**config.mk**
```make
export PLATFORM = sky130hd
export DESIGN_NAME = midi_voice_allocator_unit
export DESIGN_NICKNAME = d
export VERILOG_FILES = /design/src/rtl/core/mva_pkg.sv /design/src/rtl/core/mva_ctrl.sv /design/src/rtl/core/mva_datapath.sv /design/src/rtl/core/midi_voice_allocator_unit.sv
export VERILOG_INCLUDE_DIRS = /design/src /design/src/rtl/core
export SDC_FILE = /design/constraint.sdc
export NUM_CORES = 1
export LEC_CHECK = 0
export ABC_AREA = 1
export BUFFER_PORTS_ARGS = -buffer_cell sky130_fd_sc_hd__buf_2
export CORE_MARGIN = 2
export CORE_UTILIZATION = 45
export CTS_BUF_LIST = sky130_fd_sc_hd__clkbuf_16
export CTS_CLUSTER_DIAMETER = 80
export DETAILED_ROUTE_END_ITERATION = 8
export HOLD_SLACK_MARGIN = 0.05
export PLACE_DENSITY = 0.76
export SLEW_MARGIN = 15
export SYNTH_ARGS = -nofsm -noshare
export SYNTH_HDL_FRONTEND = slang
export SYNTH_HIERARCHICAL = 1
export SYNTH_SLANG_ARGS = --single-unit
```
**constraint.sdc**
```tcl
create_clock -name i_clk -period 2.6 [get_ports i_clk]
set_clock_uncertainty 0.1 [all_clocks]
set_input_delay 0.13 -clock i_clk [delete_from_list [all_inputs] [get_ports i_clk]]
set_output_delay 0.13 -clock i_clk [all_outputs]
set_load 0.05 [all_outputs]
```
**src/rtl/core/midi_voice_allocator_unit_defines.svh**
```systemverilog
// Assertion macros used by the voice allocator controller.
`ifndef MIDI_VOICE_ALLOCATOR_UNIT_DEFINES_SVH
`define MIDI_VOICE_ALLOCATOR_UNIT_DEFINES_SVH

// The consequent must hold in the same cycle as the antecedent.
`define MVA_ASSERT_SAME(label, clk, rst_n, ante, cons) \
    label: assert property (@(posedge clk) disable iff (!rst_n) (ante) |-> (cons)) \
        else $error("voice allocator check failed");

// The consequent must hold in the cycle after the antecedent.
`define MVA_ASSERT_NEXT(label, clk, rst_n, ante, cons) \
    label: assert property (@(posedge clk) disable iff (!rst_n) (ante) |=> (cons)) \
        else $error("voice allocator check failed");

`endif

```
**src/rtl/core/mva_pkg.sv**
```systemverilog
package mva_pkg;

    // MIDI command nibbles and controller numbers.
    localparam logic [3:0] CMD_NOTE_OFF = 4'h8;
    localparam logic [3:0] CMD_NOTE_ON  = 4'h9;
    localparam logic [3:0] CMD_CONTROL  = 4'hB;
    localparam logic [6:0] CTL_ALL_OFF  = 7'h7B;

    // Result action codes.
    localparam logic [2:0] ACT_IGNORED  = 3'd0;
    localparam logic [2:0] ACT_NOTE_ON  = 3'd1;
    localparam logic [2:0] ACT_NOTE_OFF = 3'd2;
    localparam logic [2:0] ACT_ALL_OFF  = 3'd3;
    localparam logic [2:0] ACT_DROPPED  = 3'd4;

    // Message class decoded in the search step.
    typedef enum logic [1:0] {
        K_OTHER    = 2'd0,
        K_NOTE_ON  = 2'd1,
        K_NOTE_OFF = 2'd2,
        K_ALL_OFF  = 2'd3
    } t_kind;

    // Commands from the controller to the datapath.
    typedef struct packed {
        logic load;   // capture the incoming message
        logic find;   // compare all slots and register the hit vector
        logic apply;  // update the slot table and load the result register
    } t_dp_cmd;

endpackage

```
**src/rtl/core/mva_ctrl.sv**
```systemverilog
`include "midi_voice_allocator_unit_defines.svh"

module mva_ctrl
    import mva_pkg::*;
(
    input  logic    i_clk,
    input  logic    i_rst_n,
    input  logic    i_in_valid,
    output logic    o_in_ready,
    output logic    o_out_valid,
    input  logic    i_out_ready,
    output t_dp_cmd o_cmd
);

    typedef enum logic [2:0] {
        S_IDLE  = 3'b001,
        S_FIND  = 3'b010,
        S_APPLY = 3'b100
    } t_state;

    t_state r_state, n_state;
    logic   r_out_valid, n_out_valid;
    logic   in_beat;
    logic   apply_go;

    // A new message is taken only between items; the result register may still be full.
    assign o_in_ready  = (r_state == S_IDLE);
    assign in_beat     = i_in_valid && o_in_ready;
    assign apply_go    = (r_state == S_APPLY) && (!r_out_valid || i_out_ready);
    assign o_out_valid = r_out_valid;

    assign o_cmd.load  = in_beat;
    assign o_cmd.find  = (r_state == S_FIND);
    assign o_cmd.apply = apply_go;

    // Sequencer: capture, search, then apply once the result register is free.
    always_comb begin
        n_state = r_state;
        case (r_state)
            S_IDLE: begin
                if (in_beat) begin
                    n_state = S_FIND;
                end
            end
            S_FIND: begin
                n_state = S_APPLY;
            end
            S_APPLY: begin
                if (apply_go) begin
                    n_state = S_IDLE;
                end
            end
            default: begin
                n_state = S_IDLE;
            end
        endcase
    end

    // The result beat stays valid until it is taken.
    always_comb begin
        n_out_valid = r_out_valid;
        if (apply_go) begin
            n_out_valid = 1'b1;
        end else if (i_out_ready) begin
            n_out_valid = 1'b0;
        end
    end

    always_ff @(posedge i_clk) begin
        if (!i_rst_n) begin
            r_state     <= S_IDLE;
            r_out_valid <= 1'b0;
        end else begin
            r_state     <= n_state;
            r_out_valid <= n_out_valid;
        end
    end

    `MVA_ASSERT_NEXT(a_beat_starts_search, i_clk, i_rst_n, in_beat, r_state == S_FIND)
    `MVA_ASSERT_NEXT(a_search_one_cycle, i_clk, i_rst_n, r_state == S_FIND, r_state == S_APPLY)
    `MVA_ASSERT_SAME(a_result_from_apply, i_clk, i_rst_n, $rose(r_out_valid), $past(apply_go))

endmodule

```
**src/rtl/core/mva_datapath.sv**
```systemverilog
module mva_datapath
    import mva_pkg::*;
#(
    parameter int VOICE_COUNT = 8
) (
    input  logic       i_clk,
    input  logic       i_rst_n,
    input  t_dp_cmd    i_cmd,
    input  logic [7:0] i_status_byte,
    input  logic [6:0] i_data_one,
    input  logic [6:0] i_data_two,
    output logic [2:0] o_action,
    output logic [2:0] o_voice,
    output logic [7:0] o_fwd_status,
    output logic [6:0] o_fwd_data_one,
    output logic [6:0] o_fwd_data_two
);

    localparam int IDX_W = (VOICE_COUNT > 1) ? $clog2(VOICE_COUNT) : 1;

    logic [6:0]             r_slot_note [VOICE_COUNT];
    logic [7:0]             r_status;
    logic [6:0]             r_d1;
    logic [6:0]             r_d2;
    t_kind                  r_kind;
    logic [VOICE_COUNT-1:0] r_hit;
    logic [2:0]             r_action;
    logic [2:0]             r_voice;

    t_kind                  kind;
    logic [6:0]             wanted;
    logic [VOICE_COUNT-1:0] hit;
    logic                   hit_any;
    logic [IDX_W-1:0]       hit_idx;
    logic [IDX_W+2:0]       hit_idx_ext;
    logic [2:0]             n_action;
    logic [2:0]             n_voice;
    logic                   wr_en;
    logic                   clr_all;
    logic [6:0]             wr_note;

    // Classify the captured message.
    always_comb begin
        if (r_status[7:4] == CMD_CONTROL && r_d1 == CTL_ALL_OFF) begin
            kind = K_ALL_OFF;
        end else if ((r_status[7:4] == CMD_NOTE_ON && r_d2 == 7'd0) ||
                     r_status[7:4] == CMD_NOTE_OFF) begin
            kind = K_NOTE_OFF;
        end else if (r_status[7:4] == CMD_NOTE_ON) begin
            kind = K_NOTE_ON;
        end else begin
            kind = K_OTHER;
        end
    end

    // A note-off looks for its note, a note-on for a free slot.
    assign wanted = (kind == K_NOTE_OFF) ? r_d1 : 7'd0;

    always_comb begin
        for (int k = 0; k < VOICE_COUNT; k++) begin
            hit[k] = (r_slot_note[k] == wanted);
        end
    end

    // Lowest matching slot from the registered hit vector.
    always_comb begin
        hit_idx = '0;
        for (int k = VOICE_COUNT - 1; k >= 0; k--) begin
            if (r_hit[k]) begin
                hit_idx = IDX_W'(k);
            end
        end
    end

    assign hit_any     = |r_hit;
    assign hit_idx_ext = {3'b000, hit_idx};

    // Result and table update; a note-off for note zero is always dropped.
    always_comb begin
        n_action = ACT_IGNORED;
        n_voice  = 3'd0;
        wr_en    = 1'b0;
        clr_all  = 1'b0;
        wr_note  = 7'd0;
        case (r_kind)
            K_ALL_OFF: begin
                n_action = ACT_ALL_OFF;
                clr_all  = 1'b1;
            end
            K_NOTE_OFF: begin
                n_action = ACT_DROPPED;
                if (r_d1 != 7'd0 && hit_any) begin
                    n_action = ACT_NOTE_OFF;
                    n_voice  = hit_idx_ext[2:0];
                    wr_en    = 1'b1;
                end
            end
            K_NOTE_ON: begin
                n_action = ACT_DROPPED;
                if (hit_any) begin
                    n_action = ACT_NOTE_ON;
                    n_voice  = hit_idx_ext[2:0];
                    wr_en    = 1'b1;
                    wr_note  = r_d1;
                end
            end
            K_OTHER: begin
                n_action = ACT_IGNORED;
            end
            default: begin
                n_action = ACT_IGNORED;
            end
        endcase
    end

    // Slot table: every slot free after reset.
    always_ff @(posedge i_clk) begin
        if (!i_rst_n) begin
            for (int k = 0; k < VOICE_COUNT; k++) begin
                r_slot_note[k] <= 7'd0;
            end
        end else if (i_cmd.apply) begin
            if (clr_all) begin
                for (int k = 0; k < VOICE_COUNT; k++) begin
                    r_slot_note[k] <= 7'd0;
                end
            end else if (wr_en) begin
                r_slot_note[hit_idx] <= wr_note;
            end
        end
    end

    // Message capture, search results and the result register.
    always_ff @(posedge i_clk) begin
        if (i_cmd.load) begin
            r_status <= i_status_byte;
            r_d1     <= i_data_one;
            r_d2     <= i_data_two;
        end
        if (i_cmd.find) begin
            r_kind <= kind;
            r_hit  <= hit;
        end
        if (i_cmd.apply) begin
            r_action       <= n_action;
            r_voice        <= n_voice;
            o_fwd_status   <= r_status;
            o_fwd_data_one <= r_d1;
            o_fwd_data_two <= r_d2;
        end
    end

    assign o_action = r_action;
    assign o_voice  = r_voice;

endmodule

```
**src/rtl/core/midi_voice_allocator_unit.sv**
```systemverilog
// Polyphonic MIDI voice allocator. Each input beat is one three-byte MIDI
// message; each one yields exactly one result beat that names the action
// taken, the voice slot chosen and an echo of the message. Note-ons take the
// lowest free slot, note-offs (and note-ons with velocity zero) free the lowest
// slot holding that note, and control change 0x7B clears every slot and is
// reported as a broadcast. The controller captures each message, compares all
// slots in the search step and then applies the update and loads the result
// register in the apply step. The apply step waits while the result register
// still holds an untaken beat; no new message is taken until that apply step
// is done.
module midi_voice_allocator_unit
    import mva_pkg::*;
#(
    parameter int VOICE_COUNT = 8
) (
    input  logic       i_clk,
    input  logic       i_rst_n,
    input  logic       i_in_valid,
    output logic       o_in_ready,
    input  logic [7:0] i_status_byte,
    input  logic [6:0] i_data_one,
    input  logic [6:0] i_data_two,
    output logic       o_out_valid,
    input  logic       i_out_ready,
    output logic [2:0] o_action,
    output logic [2:0] o_voice,
    output logic [7:0] o_fwd_status,
    output logic [6:0] o_fwd_data_one,
    output logic [6:0] o_fwd_data_two
);

    t_dp_cmd dp_cmd;

    // Sequencer and handshakes.
    mva_ctrl u_ctrl (
        .i_clk       (i_clk),
        .i_rst_n     (i_rst_n),
        .i_in_valid  (i_in_valid),
        .o_in_ready  (o_in_ready),
        .o_out_valid (o_out_valid),
        .i_out_ready (i_out_ready),
        .o_cmd       (dp_cmd)
    );

    // Slot table, search and result register.
    mva_datapath #(
        .VOICE_COUNT (VOICE_COUNT)
    ) u_datapath (
        .i_clk          (i_clk),
        .i_rst_n        (i_rst_n),
        .i_cmd          (dp_cmd),
        .i_status_byte  (i_status_byte),
        .i_data_one     (i_data_one),
        .i_data_two     (i_data_two),
        .o_action       (o_action),
        .o_voice        (o_voice),
        .o_fwd_status   (o_fwd_status),
        .o_fwd_data_one (o_fwd_data_one),
        .o_fwd_data_two (o_fwd_data_two)
    );

endmodule

```
==> results of run 1 <==
## kinds of logic after synthesis
| family | Yosys count | synth area share [%] |
|---|---|---|
| DFF | 120 | 61.6 |
| AOI/OAI and AO/OA | 13 | 1.32 |
| adders and majority gates | 3 | 0.649 |
| and+or+nand+nor | 359 | 29.3 |
| buffers and inverters | 99 | 7.14 |
## cells in the final DEF, fill, tap and decap left out, types with 3 or more instances in the layout
| cell type | instances |
|---|---|
| nand2_1 | 161 |
| edfxtp_1 | 116 |
| inv_1 | 76 |
| nor2_1 | 75 |
| buf_2 | 55 |
| nand3_1 | 55 |
| dlygate4sd3_1 | 27 |
| clkbuf_16 | 17 |
| nor3_1 | 17 |
| nand3b_1 | 16 |
| buf_4 | 15 |
| nand2_2 | 9 |
| nor3_2 | 7 |
| inv_2 | 6 |
| nor2_2 | 5 |
| nand3_2 | 5 |
| bufinv_16 | 4 |
| a21oi_1 | 4 |
| dfxtp_1 | 4 |
| o21ai_1 | 4 |
| nand3_4 | 4 |
| clkinvlp_4 | 3 |
| clkinv_2 | 3 |
| ha_1 | 3 |
## per-layer routing
metal	GRT usage [%]	vias to the layer above
li1	-	2145
met1	24.9	2177
met2	39.1	256
met3	5.98	43
met4	10.1	0
met5	0	-
## state kept, by name (all words and copies together) (netlist names)
register and cells:
u_datapath/r_slot_note 56, u_datapath/o_fwd_status 8, u_datapath/r_hit 8, u_datapath/r_status 8, u_datapath/o_fwd_data_one 7, u_datapath/o_fwd_data_two 7
u_datapath/r_d1 7, u_datapath/r_d2 7, u_ctrl/r_state 3, u_datapath/o_action 3, u_datapath/o_voice 3, u_datapath/r_kind 2
u_ctrl/o_out_valid 1
## stage by stage
| step | total power, mW | hold WS, ps | worst slack [ps] | area (um^2) | util [%] |
|---|---|---|---|---|---|
| floorplan | 2.46 | 129 | 171 | 5790 | - |
| global placement | 2.56 | 208 | 348 | 6280 | 50.0 |
| detailed placement | 2.58 | 208 | 273 | 6280 | 50.0 |
| finish | 4.99 | 320 | 138 | 7160 | 57.0 |
| global route | 5.13 | 323 | 0.911 | 7160 | 57.0 |
| CTS | 5.00 | 320 | 233 | 7160 | 57.0 |
## power by group
| group | internal [mW] | leakage, nW | switching (mW) |
|---|---|---|---|
| Sequential | 2.20 | 1.16 | 0.0389 |
| Clock | 1.59 | 0.294 | 0.825 |
| Combinational | 0.113 | 1.57 | 0.234 |
| Total | 3.90 | 3.03 | 1.10 |
## cells in the mapped netlist, drive strengths merged
library cell	n
nand2	171
edfxtp	116
nor2	82
inv	81
nand3	64
nor3	24
nand3b	16
buf	15
o21ai	6
a21oi	4
dfxtp	4
clkbuf	3
ha	3
a211oi	1
a21boi	1
nand4	1
o21bai	1
or4	1
## worst max-delay path by stage
stage	startpoint	endpoint	slack (ps)	depth (start not counted)
2_1_floorplan	u_ctrl/o_out_valid	u_datapath/r_slot_note[1][0]	170	8
4_1_cts	u_datapath/r_d2[1]	u_datapath/r_hit[6]	230	11
5_1_grt	u_datapath/r_d2[0]	u_datapath/r_hit[6]	0.9	11
3_3_place_gp	u_datapath/r_status[6]	u_datapath/r_hit[6]	350	11
3_5_place_dp	u_datapath/r_status[6]	u_datapath/r_hit[6]	270	11
6_report	u_datapath/r_d2[0]	u_datapath/r_hit[6]	140	11
## cell type report
type                            instances  area, um^2  area share [%]
Tap cell                              172         215            3.00
Clock inverter                         14         183            2.55
Timing Repair Buffer                   97         658            9.19
Sequential cell                       120        3560            49.7
Inverter                               81         304            4.24
Multi-Input combinational cell        375        1810            25.3
Clock buffer                           17         425            5.94
## worst register-to-register path, stage by stage, from the launching register on
cell and delay (ps):
edfxtp_1 400, nor2_1 140, nand2_1 90, nor2_1 110
nand2_1 90, nand2_4 340, nand2_1 390, nand2_1 150
nand2_1 60, nor2_1 90, nand2_1 90, nor2_1 220
==> flow_summary.ini, run 1 <==
[placement]
port_buffers = 55
dp_hpwl_um = 9450
placed_cells = 818
place.gp.congestion = 0.917

[worst_hold_path]
hp-start = i_data_two[5]
whs_path_depth = 2
holdPathEnd = u_datapath/r_d2[5]
hp-class = input port to flip-flop

[grt]
antenna_found_initial = 0
grt_max_degree = 37
gr-usage-all-layers_pct = 22.1
grt_pass1_wl_um = 23500
first_global_vias = 4694
gr-total-overflow = 0

[die]
fp.dieArea_um2 = 13800
ios = 56
start_util_pct = 46.0
core_region_area_um2 = 12600
die_y_um = 117
num_rows = 41
fp.dieW_um = 117

[final_layout]
diodes = 0
areaGrowthSynthToFinish_pct = 23.8
fillers = 967
final_nets = 721
fin_cells = 876
drive_gt1_share_pct = 19.7

[sta]
fmax_mhz = 406
maxSlewHeadroom_pct = 51.8
worst_pin_slew_ps = 722
rsz0062_at_grt = false
fin_crit_ps = 2460
finalHoldViolCount = 0
fin_setup_tns_ps = 0
slew_viol_final = 0
setup_viol = 0
fin_crit_sh_pct = 94.7

[synth]
synth_area_leaders = edfxtp_1, nand2_1, nor2_1, inv_1, nand3_1
yosysSeqAreaShare_pct = 61.6
syn-num-nets = 623
synth_cells = 594
synth.distinct_cells = 30
ys_warn_count = 6
syn_avg_cell_area_um2 = 9.74
synth_top_area_share_pct = 60.2
synth_top_area_cell = edfxtp_1
postSynthRegisterBits = 120
netlist_area_um2 = 5790

[clock_tree]
cts_root_buffer = clkbuf_16
cts.repair.resized = 0
cts_buffer_depth = 2
hold_buffers = 27
clk_latency_ps = 410
post_cts_buffers = 0
htree_levels = 4
cts_tree = yes
clk_pin_slew_worst_paths_ps = 60
clock_sinks = 120
cts_buffers = 17

[detailed_routing]
drt_first_pass_iters = 5
drt-met1-wl_um = 5470
vias = 4621
route.met2.wl_um = 7710
final_antenna_net_count = 0
drt_iter0_markers = 576
drc = 0
top_layer = met4
vias_per_cell = 5.28
wl_um = 14800
dr_wl_met3_um = 1240
wl_per_cell_um = 16.9

[worst_setup_path]
timing.rr.start = u_datapath/r_d2[0]
cp_common_cell = nand2_1
path_buf_inv = 0
cpPeakStageDelay_ps = 400
crit_path_start_kind = flip-flop
reg2reg_to = u_datapath/r_hit[6]
reg2reg_slack_ps = 140
required_ps = 2720
cp.arrival_ps = 2580
endpoint_kind = flip-flop
worst-setup-path-type = flip-flop to flip-flop
cp_max_fo = 36
path_cells = nor2_1 -> nand2_1 -> nor2_1 -> nand2_1 -> nand2_4 -> nand2_1 -> nand2_1 -> nand2_1 -> nor2_1 -> nand2_1 -> nor2_1
slowest_stage = edfxtp_1
worst-r2r-cell-count = 11
critPathTopFamily = simple AND/OR/NAND/NOR gates

[run]
maxCapViolCount = 0

[power_and_ir_drop]
cellPowerDensity_nw_per_um2 = 697
ir_drop_v = 0.000510
leakagePower_nw = 3.03

[run_status]
status = finished, final reports clean
Power figures use the tool's default switching activity.
==> run 2, diff against run 1 <==
HOLD_SLACK_MARGIN = not set   (was 0.05)
RECOVER_POWER = 100   (was not set)
==> run 2 against run 1 <==
Effect of this change:
- first-iteration DRC count increased by 1.9%
- critical path depth is 4 lower
- power is 0.34% lower
- wire length about the same
- die area is the same
- via count grew 0.63%
- clock power is essentially flat
- register-to-register slack hardly changed
- maximum frequency decreased by 0.13%
- non-clock buffer count stayed put
- worst setup slack got worse by 3.2 ps
- highest routed layer unchanged
==> flow_summary.ini, run 2 (same netlist as run 1, synthesis figures left out) <==
[run_status]
status = finished, final reports clean

[sta]
setup_viol = 0
fin_crit_ps = 2470
holdWs_ps = 322
fin_crit_sh_pct = 94.8
fmax_mhz = 406
fin_setup_tns_ps = 0
finalHoldViolCount = 0
timing.final.ws_setup_ps = 134
slew_viol_final = 0
worst_pin_slew_ps = 1230
rsz0062_at_grt = false
maxSlewHeadroom_pct = 18.0

[worst_setup_path]
cpPeakStageDelay_ps = 440
crit_path_start_kind = flip-flop
reg2reg_slack_ps = 130
required_ps = 2560
cp.arrival_ps = 2430
worst-setup-path-type = flip-flop to flip-flop
timing.rr.start = u_datapath/r_hit[0]
endpoint_kind = flip-flop
path_cells = inv_2 -> nand2_2 -> nor3_1 -> inv_1 -> nor2_2 -> nand3_1 -> nand2_1
slowest_stage = nand2_1
worst-r2r-cell-count = 7
reg2reg_to = u_datapath/r_slot_note[7][2]
cp_max_fo = 8

[placement]
place.gp.congestion = 0.917
pre_cts_ws_ps = 273
dp_hpwl_um = 9450
dpl_cell_area_um2 = 6280
placed_cells = 818
port_buffers = 55

[die]
fp.dieW_um = 117
start_util_pct = 46.0
ios = 56
core_region_area_um2 = 12600
fp.dieArea_um2 = 13800
die_y_um = 117
num_rows = 41

[power_and_ir_drop]
cellPowerDensity_nw_per_um2 = 711
ir_drop_v = 0.000510
p_total_mw = 4.98
leakagePower_nw = 2.91

[clock_tree]
clock_sinks = 120
clk_pin_slew_worst_paths_ps = 60
htree_levels = 4
cts_root_buffer = clkbuf_16
cts_tree = yes
cts_buffers = 17
post_cts_buffers = 0
clk_latency_ps = 410
cts_buffer_depth = 2

[final_layout]
final_common_cell = nand2_1
fin_cells = 876
drive_gt1_share_pct = 11.9
largest_register = u_datapath/r_slot_note
post-route-util_pct = 55.7
areaGrowthSynthToFinish_pct = 21.1
final_nets = 721
final_cell_mix = nand2_1, edfxtp_1, inv_1, nor2_1, nand3_1
largest_register_ffs = 56
diodes = 0
fillers = 1019
final_area_um2 = 7000

[grt]
grt_pass1_wl_um = 23500
gr-usage-all-layers_pct = 22.1
first_global_vias = 4694
grt_max_degree = 37
antenna_found_initial = 0
gr-total-overflow = 0

[detailed_routing]
drt_first_pass_iters = 5
drc = 0
wl_um = 14800
vias = 4650
wl_per_cell_um = 16.9
vias_per_cell = 5.31
drt_iter0_markers = 587
final_antenna_net_count = 0

[worst_hold_path]
holdPathEnd = u_datapath/o_fwd_status[2]
hp-class = flip-flop to flip-flop
hp-start = u_datapath/r_status[2]
whs_path_depth = 0

[run]
maxCapViolCount = 0
[run 2: changes by cell type in the layout (fill, tap and decap cells not counted), sizes merged]
cell / change
buf: -42
clkbuf: +42
[run 2: cell type report]
class	count	area (um^2)	area share, %
sequential	120	3560	50.9
multi-input combinational	375	1720	24.6
clock inverter	14	183	2.61
tap	172	215	3.07
timing repair buffer	97	589	8.41
clock buffer	17	425	6.07
inverter	81	304	4.34
[run 2: timing repair]
action / CTS / global route
hold buffers: 27 / 0
hold endpoints to repair: 26 / 0
gates resized for setup: 0 / 0
[run 2: worst max-delay path by stage]
stage | from | cells past startpoint | slack (ps) | endpoint
detailed placement | u_datapath/r_status[6] | 11 | 270 | u_datapath/r_hit[6]
global route | u_datapath/r_d2[0] | 11 | 2 | u_datapath/r_hit[6]
finish | u_datapath/r_hit[0] | 7 | 130 | u_datapath/r_slot_note[7][2]
global placement | u_datapath/r_status[6] | 11 | 350 | u_datapath/r_hit[6]
floorplan | u_ctrl/o_out_valid | 8 | 170 | u_datapath/r_slot_note[1][0]
CTS | u_datapath/r_d2[1] | 11 | 230 | u_datapath/r_hit[6]
[run 2: critical path, delay by kind of cell (launching register included)]
family	cells	cell delay (ps)
and+or+nand+nor	5	1360
DFF	1	380
buffers and inverters	2	270
[run 2: layer usage]
metal / track usage [%] / part of all wire, % / vias to the layer above
met2: 39.1 / 52 / 266
met3: 5.98 / 9.0 / 45
met1: 24.9 / 37 / 2192
met5: 0 / 0 / -
li1: - / - / 2147
met4: 10.1 / 2.8 / 0
[run 2: power breakdown]
group	switching (mW)	internal (mW)	total, mW
combinational	0.230	0.103	0.333
sequential	0.0381	2.20	2.24
clock	0.821	1.59	2.41
total	1.09	3.89	4.98
==> run 3, diff against run 2 <==
CORE_UTILIZATION = 50   (was 45)
PLACE_DENSITY = 0.7   (was 0.76)
REMOVE_ABC_BUFFERS = 1   (was not set)
==> run 3 against run 2 <==
Effect of this change:
- critical path type unchanged
- largest cell class unchanged
- via count shrank 1.5%
- count of clock-buffer cells in the layout stayed put
- combinational power increased by 1%
- sequential share of layout area up 0.21 points
- largest power group is now registers
- core utilization rose by 5.6 points
- worst setup slack better by 15 ps
==> flow_summary.ini, run 3 (same netlist as run 1, synthesis figures left out) <==
[grt]
grt_max_degree = 30
grt_pass1_wl_um = 22200
gr-usage-all-layers_pct = 23.6
antenna_found_initial = 0
first_global_vias = 4442
gr-total-overflow = 0

[final_layout]
diodes = 0
final_cell_mix = nand2_1, edfxtp_1, inv_1, nor2_1, nand3_1
areaGrowthSynthToFinish_pct = 20.6
largest_register = u_datapath/r_slot_note
drive_gt1_share_pct = 13.0
final_nets = 726
largest_register_ffs = 56
fillers = 911
fin_cells = 853
final_common_cell = nand2_1

[sta]
worst_pin_slew_ps = 1030
fmax_mhz = 408
slew_viol_final = 0
setup_viol = 0
fin_crit_sh_pct = 94.3
timing.final.ws_setup_ps = 149
fin_crit_ps = 2450
rsz0062_at_grt = false
maxSlewHeadroom_pct = 31.3
finalHoldViolCount = 0

[die]
fp.dieArea_um2 = 12400
die_y_um = 112
ios = 56
fp.dieW_um = 112
core_region_area_um2 = 11400
start_util_pct = 50.9
num_rows = 39

[clock_tree]
clk_pin_slew_worst_paths_ps = 60
htree_levels = 4
cts_root_buffer = clkbuf_16
cts_buffers = 17
clk_latency_ps = 410
cts_tree = yes
cts_buffer_depth = 2
clock_sinks = 120

[worst_setup_path]
path_cells = nor2_1 -> nand2_1 -> nor2_1 -> buf_4 -> a21boi_1 -> o21ai_1
cp-endpoint = u_datapath/r_slot_note[2][3]
cpPeakStageDelay_ps = 510
crit_path_start_kind = flip-flop
cp_max_fo = 29
endpoint_kind = flip-flop
critPathTopFamily = compound AO/OA/AOI/OAI gates
reg2reg_to = u_datapath/r_slot_note[2][3]
worst-r2r-cell-count = 6
slowest_stage = o21ai_1
cp_common_cell = nor2_1
critPathLaunch = u_ctrl/r_state[0]
required_ps = 2530
worst-setup-path-type = flip-flop to flip-flop
worst-path-stages = 6
cp.arrival_ps = 2380
reg2reg_slack_ps = 150
path_buf_inv = 1
timing.rr.start = u_ctrl/r_state[0]

[power_and_ir_drop]
ir_drop_v = 0.000353
cellPowerDensity_nw_per_um2 = 671
leakagePower_nw = 2.89

[detailed_routing]
final_antenna_net_count = 0
vias = 4582
vias_per_cell = 5.37
wl_per_cell_um = 16.9
wl_um = 14400
drc = 0
drt_first_pass_iters = 6
drt_iter0_markers = 544

[run_status]
status = finished, final reports clean

[placement]
placed_cells = 794
port_buffers = 55
place.gp.congestion = 0.885
pre_cts_ws_ps = 191
dp_hpwl_um = 9160

[run]
maxCapViolCount = 0

[worst_hold_path]
hp-class = flip-flop to flip-flop
[run 3: cell count changes in the layout (fill, tap and decap cells not counted), sizes merged]
cell      change
buf           +8
clkbuf        -3
bufinv        -3
clkinvlp      +3
inv           +1
[run 3: final cells by class]
type                       instances  area, um^2  area share, %
clock buffer                      17         425           6.10
clock inverter                    15         114           1.63
inverter                          81         304           4.36
multi-input combinational        375        1760           25.3
sequential                       120        3560           51.1
tap                              143         179           2.57
timing repair buffer             102         628           9.00
[run 3: timing repair]
item                                    4_1_cts  5_1_grt
buffers inserted                              0        0
endpoints found under the setup margin        0        7
hold endpoints to repair                     26        0
gates resized for setup                       0        1
hold buffers                                 27        0
[run 3: worst min path at each step]
stage                     depth (start not counted)                         end                   start  slack [ps]
after global routing                              2          u_datapath/r_d2[2]           i_data_two[2]         320
after CTS                                         2          u_datapath/r_d2[6]           i_data_two[6]         310
after global placement                            1          u_datapath/r_d1[1]           i_data_one[1]         210
after detailed placement                          1          u_datapath/r_d2[6]           i_data_two[6]         210
final                                             0  u_datapath/o_fwd_status[1]  u_datapath/r_status[1]         320
after floorplan                                   0          u_datapath/r_d1[0]           i_data_one[0]         130
[run 3: worst reg2reg max path: cells and delay by family, from the launching register on]
kind            cells  cell delay [ps]
compound gates      2              810
flops               1              330
simple gates        3              430
buf+inv             1              390
[run 3: routing by layer]
metal | wire length, um | part of all wire [%] | vias up | GRT usage (%)
met2 | 6900 | 48 | 225 | 38.0
met5 | 0 | 0 | - | 0
li1 | - | - | 2157 | -
met1 | 5830 | 41 | 2159 | 30.8
met4 | 410 | 2.9 | 0 | 10.9
met3 | 1240 | 8.6 | 41 | 5.39
[run 3: report_power, final]
group	internal, mW	total, mW	switching (mW)
clock network	1.29	2.11	0.815
registers	2.20	2.24	0.0372
logic	0.105	0.337	0.232
total	3.60	4.68	1.08
[run 3: through the flow]
step / cell area (um^2) / hold slack, ps / utilization [%] / TNS (ps) / power, mW
after floorplan: 5680 / 129 / - / -79770 / 2.45
after global placement: 6290 / 207 / 55.3 / 0 / 2.57
after detailed placement: 6290 / 208 / 55.3 / 0 / 2.58
after CTS: 7100 / 314 / 62.4 / 0 / 4.70
after global routing: 6980 / 318 / 61.4 / 0 / 4.83
final: 6980 / 320 / 61.4 / 0 / 4.68
